$ cat src/design/mpfb_pkg.sv
`default_nettype none

package mpfb_pkg;

    localparam int COLUMNS      = 128;
    localparam int PAGE_ROWS    = 8;
    localparam int PAGES        = 4;

    localparam int STORE_BYTES  = COLUMNS * PAGES;
    localparam int DISPLAY_ROWS = PAGES * PAGE_ROWS;
    localparam int ADDR_W       = $clog2(STORE_BYTES);
    localparam int COL_W        = $clog2(COLUMNS);
    localparam int PG_W         = (PAGES > 1) ? $clog2(PAGES) : 1;
    localparam int ROW_W        = $clog2(PAGE_ROWS);
    localparam int XS_W         = $clog2(COLUMNS + 256);
    localparam int YS_W         = $clog2(DISPLAY_ROWS + 64);

    typedef enum logic [2:0] {
        CMD_FILL      = 3'd0,
        CMD_CLEAR     = 3'd1,
        CMD_TEST      = 3'd2,
        CMD_CLEAR_ALL = 3'd3,
        CMD_READ      = 3'd4
    } t_cmd;

    typedef enum logic [2:0] {
        MOP_SET  = 3'd0,
        MOP_CLR  = 3'd1,
        MOP_TEST = 3'd2,
        MOP_ZERO = 3'd3,
        MOP_READ = 3'd4
    } t_mem_op;

    typedef struct packed {
        logic [2:0] cmd;
        logic [6:0] x_left;
        logic [4:0] y_top;
        logic [7:0] rect_width;
        logic [5:0] rect_height;
        logic [8:0] byte_index;
    } t_in_beat;

    typedef struct packed {
        logic       hit;
        logic [7:0] read_data;
    } t_out_beat;

    typedef struct packed {
        logic              valid;
        t_mem_op           op;
        logic [ADDR_W-1:0] addr;
        logic [7:0]        mask;
    } t_mem_req;

    typedef struct packed {
        logic       valid;
        t_mem_op    op;
        logic [7:0] mask;
        logic [7:0] data;
    } t_mem_rsp;

    function automatic logic [7:0] row_mask(input logic [ROW_W-1:0] lo,
                                            input logic [ROW_W-1:0] hi);
        logic [7:0] lo_part;
        logic [7:0] hi_part;
        lo_part = 8'hFF << lo;
        hi_part = 8'hFF >> (3'(PAGE_ROWS - 1) - hi);
        return lo_part & hi_part;
    endfunction

endpackage

`default_nettype wire

$ cat src/design/mpfb_store.sv
`default_nettype none

module mpfb_store (
    input  wire                 i_clk,
    input  wire                 i_rst_n,
    input  mpfb_pkg::t_mem_req  i_req,
    output mpfb_pkg::t_mem_rsp  o_rsp
);
    import mpfb_pkg::*;

    logic [7:0]        mem [STORE_BYTES];
    logic [7:0]        r_rd_data;
    logic              r_s1_valid;
    t_mem_op           r_s1_op;
    logic [ADDR_W-1:0] r_s1_addr;
    logic [7:0]        r_s1_mask;
    logic [7:0]        n_wr_data;
    logic              s1_modify;

    assign s1_modify = r_s1_valid && (r_s1_op == MOP_SET || r_s1_op == MOP_CLR);

    always_comb begin
        case (r_s1_op)
            MOP_SET: n_wr_data = r_rd_data | r_s1_mask;
            default: n_wr_data = r_rd_data & ~r_s1_mask;
        endcase
    end

    always_ff @(posedge i_clk) begin
        if (i_req.valid && i_req.op != MOP_ZERO) begin
            r_rd_data <= mem[i_req.addr];
        end
        if (s1_modify) begin
            mem[r_s1_addr] <= n_wr_data;
        end else if (i_req.valid && i_req.op == MOP_ZERO) begin
            mem[i_req.addr] <= '0;
        end
    end

    always_ff @(posedge i_clk) begin
        if (!i_rst_n) begin
            r_s1_valid <= 1'b0;
        end else begin
            r_s1_valid <= i_req.valid && i_req.op != MOP_ZERO;
        end
        r_s1_op   <= i_req.op;
        r_s1_addr <= i_req.addr;
        r_s1_mask <= i_req.mask;
    end

    assign o_rsp.valid = r_s1_valid;
    assign o_rsp.op    = r_s1_op;
    assign o_rsp.mask  = r_s1_mask;
    assign o_rsp.data  = r_rd_data;

endmodule

`default_nettype wire

$ cat config.mk
export PLATFORM = sky130hd
export DESIGN_NAME = mpfb_store
export DESIGN_NICKNAME = d
export VERILOG_FILES = /design/src/design/mpfb_pkg.sv /design/src/design/mpfb_store.sv
export SDC_FILE = /design/constraint.sdc
export NUM_CORES = 2
export LEC_CHECK = 0
export ABC_AREA = 0
export BUFFER_PORTS_ARGS = -buffer_cell sky130_fd_sc_hd__clkbuf_2
export CAP_MARGIN = 20
export CORE_MARGIN = 2
export CORE_UTILIZATION = 35
export CTS_BUF_LIST = sky130_fd_sc_hd__clkbuf_16
export DETAILED_ROUTE_END_ITERATION = 8
export PLACE_DENSITY_LB_ADDON = 0.25
export SYNTH_ARGS = -nofsm -noshare
export SYNTH_HDL_FRONTEND = slang
export SYNTH_SLANG_ARGS = --single-unit
export TNS_END_PERCENT = 5
$ cat constraint.sdc
create_clock -name i_clk -period 22.1 [get_ports i_clk]
set_input_delay 4.42 -clock i_clk [delete_from_list [all_inputs] [get_ports i_clk]]
set_output_delay 4.42 -clock i_clk [all_outputs]
set_load 0.005 [all_outputs]
======== After elaboration in Yosys (flattened, before gate mapping) ========
Memory sizes are Yosys's and may differ from the RTL's. A register that Yosys moved wholly into a read port is not among the register bits.
Cells that the tools add are included.
storage, ports and cells
  memories ................................ 1
  bits in writable memories ............... 4096
  latch bits .............................. 0
  input port bits ......................... 23
  bits in read-only memories .............. 0
  flip-flop bits (word level) ............. 21
operators by class
  equal/unequal tests ..................... 3
  shift operators ......................... 0
  add/subtract/negate cells ............... 0
  muxes and demuxes ....................... 9
  div/mod/pow operators ................... 0
  magnitude comparators ................... 0
  reduce and logical (&&, ||, !) cells .... 6
  bitwise logic cells ..................... 3
  multipliers ............................. 0
memories
  name  depth  bits a word  read ports  clocked after Yosys merged registers in  write ports  RTL line          RTL
  mem   512    8            1           1                                        1            mpfb_store.sv:11  logic [7:0] mem [STORE_BYTES];
operator list
  cell                                                   number
  2-to-1 mux 8 bit                                       2
  2-to-1 mux 9 bit                                       1
  AND 8 bit                                              1
  inverter 8 bit                                         1
  bitwise OR 8 bit                                       1
  OR reduction 8 bit                                     1
  2-to-1 mux 1 bit                                       6
  equality test 3 x 1 -> 1 bit, second input constant    1
  equality test 3 x 2 -> 1 bit, second input constant    1
  logical AND 1 bit                                      3
  zero test 3 bit                                        1
  inequality test 3 x 2 -> 1 bit, second input constant  1
  logical OR 1 bit                                       1

======== Depth between registers and ports, before layout ========
  depth after elaboration ................. 7
  depth in mapped cells ................... 13
  gate-level depth less buffers ........... 7

======== Worst setup path after synthesis ========
No wires, ideal clock.
  path type ............................... in2reg
  start point ............................. input i_req[18] (netlist bit)
  end point ............................... memory mem[0][0] (data pin)
  stages on the path ...................... 7
  buffers on the path ..................... 3
  data arrival time ....................... 16.996 ns
  required time ........................... 19.517 ns
  path slack .............................. 2.521 ns
  setup time .............................. 2.583 ns
  cell sequence ........................... nand2_1 -> nor2_1 -> and3_1 -> clkbuf_1 -> buf_2 -> buf_1 -> nor2_1
on the way
  cells in the longest elaborated chain, start to end .. 7
RTL lines
  item                                    RTL line          RTL
  start, declared                         mpfb_store.sv:6   input mpfb_pkg::t_mem_req i_req,
  equality test 3 x 2 -> 1 bit            mpfb_store.sv:35  end else if (i_req.valid && i_req.op == MOP_ZERO) begin
  logical AND 1 bit                       mpfb_store.sv:35
  2-to-1 mux 1 bit                        mpfb_store.sv:35
  2-to-1 mux 1 bit                        mpfb_store.sv:33  if (s1_modify) begin
  2-to-1 mux 1 bit (not written as such)  mpfb_store.sv:36  mem[i_req.addr] <= '0;
  OR reduction 8 bit (no line)            --
  2-to-1 mux 8 bit (no line)              --
  end, declared                           mpfb_store.sv:11
Every way passes these cells.

==> metrics list <==
- The run finished, with violations left.
- Failing checks: design-rule violations, max-slew violations
- Resize count post-CTS: 0
* Maximum clock rate: 104 MHz
- In this run the cell area measured after placement is 168000 µm².
* Worst Setup Slack, final: 12.45 ns
- During placement, the flow inserted port buffers numbering 42.
- Buffers inserted during clock tree synthesis total 423.
- Area of the mapped netlist: 161000 µm²
* Die area: 466000 µm²
* WL final: 448000 µm
- The smallest clock period supported by the final layout is computed as 9.65 ns.
* Sink Count: 4125
- For the pin with the worst max-slew slack, the measured transition is 1.50 ns.
- R2r worst-path depth: 7
* Die extent in x: 683 µm
- During I/O placement, the number of pins put on the boundary was 43.
- Minimum setup slack after placement: 11.53 ns
* Fraction of power consumed by combinational cells: 0.055
* Routed wire length per instance: 30.3 µm
- Yosys printed 0 warnings.
- Counting instances, the worst hold path has a depth of 2.
- Net count, final: 8303
- Global-route congestion overflow total: 0
* Antenna violation net count after detailed routing: 0
* Sum of net half-perimeters after detailed placement: 267000 µm
- The share of total power dissipated in sequential elements is 0.520.
- Fraction of layout cells with a size suffix above 1: 0.177
- The number of nets handed over by synthesis was 8180.
- STA classifies the critical path endpoint as a register.
* Setup clock skew after layout: 0.0643 ns
- Total power density per cell area: 92.6 nW/µm²
- Number of endpoints with negative hold slack in the final report: 0
- The clock passes through at most 4 buffers.
- After clock tree synthesis, the clock-pin slew on the worst setup and hold paths is 0.06 ns.
- Final Non-Filler Cells: 14792
- After floorplanning, the core was sized to cover 460000 µm².
- The initial antenna violation count was 28.
- TritonCTS built the clock tree.
* Largest fanout on the critical path: 98
* Vias after detailed routing: 81956
- Across the run, the number of max-cap violations was 0.
- Most instantiated flip-flop cell in the synthesis netlist: edfxtp_1
- The analysis attributes to cell leakage a power of 57.7 nW.
- Vias in the first global route: 82918
- Clock latency on the worst-skew pair, taken at its later pin, is 0.97 ns.
- The floorplan step set the die height to 683 µm.
- The max-slew violation total from the final report came to 8.
* Wire length of the first global-routing pass: 634000 µm
- On the final layout, the worst hold slack is 0.969 ns.
- Number of distinct library cells after synthesis: 65
- STA puts the critical path data required time at 22.78 ns.
- Entering global routing, the biggest net connects 197 pins.
- The analysis attributes to net switching a power of 0.00371 W.
- Most used cells in the layout excluding fill and tap cells: edfxtp_1, mux2i_1, mux4_2
- Counting every instance in the synthesized netlist gives 8157.
- Crit share post-route: 0.436
- For this run, design rule violations remaining after detail routing come to 3.
* Area Growth Syn to Fin: 12.8%
* Clk pwr share: 0.425
* Post-synthesis sequential area ratio: 0.767
- The worst setup path is launched from a primary input.
* Maximum ir drop on the vdd rail: 0.0754 mV
- Share of synthesized flip-flops with an asynchronous set or reset: 0
- After detailed routing, the number of vias per cell comes to 5.54.
* Switching fraction of total power: 0.220
- Internal power comes to 0.0131 W.
* Initial DRC count: 9103
* Startpoint-to-endpoint class of the critical path: primary input to register
- For this run, the detailed router's first-pass iteration total came to 8.
* Final Wtd Congestion: 0.844
- The floorplan has 249 rows.
- CTS HTree Levels: 5
- Setup repair after global routing left no endpoint under its margin.
- Leading cell type in the layout, fill and taps excluded: edfxtp_1
- Number of flops mapped to enable cells by yosys: 4104
- Worst hold-check path type: register to register
- Count of hold-fix buffers inserted at cts: 0
- Relative slew slack: -0.00228
- After routing, the total negative slack on setup checks comes to 0 ns.
- Final non-filler cell area: 182000 µm²
- Placed Instances: 13994
* Global-route total usage across every layer: 0.188
* Syn Area/Cell: 19.8 µm²
- For this configuration, the core starts out at a cell density of 0.351.
* Final setup fails: 0
- Worst EP arrival: 10.32 ns
- Post-CTS Setup Bufs: 0
- The tree is rooted in a clkbuf_16.
* Flops & latches, synth: 4125
==> stage by stage <==
step	utilization	power, W
5_1_grt	0.396	0.0173
3_5_place_dp	0.365	0.00987
3_3_place_gp	0.365	0.00985
2_1_floorplan	-	0.00962
4_1_cts	0.396	0.0170
6_report	0.396	0.0169
==> cell type report <==
type / count / area (µm²)
Fill cell: 40775 / 278000
Sequential cell: 4125 / 124000
Multi-Input combinational cell: 3497 / 34700
Clock buffer: 428 / 10700
Tap cell: 6149 / 7690
Clock inverter: 351 / 3210
Timing Repair Buffer: 230 / 2010
Antenna cell: 9 / 22.5
Inverter: 3 / 21.3
==> per-layer routing <==
metal | part of all wire | vias to the layer above | GRT usage
li1 | - | 34231 | -
met1 | 0.41 | 43820 | 0.258
met2 | 0.49 | 3236 | 0.314
met3 | 0.071 | 653 | 0.0312
met4 | 0.027 | 16 | 0.0482
met5 | 0.00029 | - | 0
==> power by group through the flow <==
stage,Combinational (W),Sequential (W),Clock (W)
2_1_floorplan,0.000531,0.00908,0
3_3_place_gp,0.000918,0.00893,0
3_5_place_dp,0.000937,0.00893,0
4_1_cts,0.000938,0.00877,0.00727
5_1_grt,0.000982,0.00876,0.00756
6_report,0.000926,0.00877,0.00716
==> state kept, by name (all words and copies together), names as in the netlist <==
register / cells
r_s1_op: 3
r_s1_addr: 9
r_s1_mask: 8
r_rd_data: 8
mem: 4096
r_s1_valid: 1
==> synth_stat cells, types with 11 or more instances <==
cell type,count,area [µm²]
edfxtp_1,4104,123000
mux2i_1,795,7960
mux4_2,631,14200
nor2_1,591,2220
o221ai_1,353,3090
a21oi_1,216,1080
clkbuf_1,214,803
o22ai_1,178,1110
nand2_1,137,514
o21ai_0,125,626
buf_1,78,293
nand3_1,77,385
buf_2,75,375
buf_4,73,548
nor3_1,72,360
buf_6,58,653
a211oi_1,38,285
nand4_1,37,231
nor4_1,35,219
a22oi_1,28,210
buf_8,23,345
mux4_1,23,604
dfxtp_1,21,420
o22a_1,14,123
a31oi_1,13,81.3
or3_1,12,75.1
buf_12,11,220
nand2b_1,11,68.8
o31ai_1,11,82.6
==> path summary, 6_finish.rpt <==
path	startpoint	to	slack, ns
min reg2reg	r_s1_mask[5]$_DFF_P_	mem[359][5]$_DFFE_PP_	0.97
min	r_s1_mask[5]$_DFF_P_	mem[359][5]$_DFFE_PP_	0.97
max reg2reg	r_s1_op[1]$_DFF_P_	mem[68][1]$_DFFE_PP_	16.94
max	i_req[8]	r_rd_data[2]$_DFFE_PP_	12.45
==> worst max-delay path, cell delays in order <==
cell      delay [ns]
buf_12          0.48
buf_4           0.67
buf_12          0.51
buf_12          0.59
buf_4           0.83
mux4_2          0.65
o22ai_1         0.39
a22oi_1         0.20
a41oi_2         0.70
a211oi_1        0.17
==> cell families after synthesis <==
group           after synthesis  synth area share
flops                      4125             0.767
mux                        1451             0.141
compound gates             1038            0.0449
simple gates               1008            0.0269
buf+inv                     535            0.0201
No activity file was read; power rests on OpenSTA's default activity.
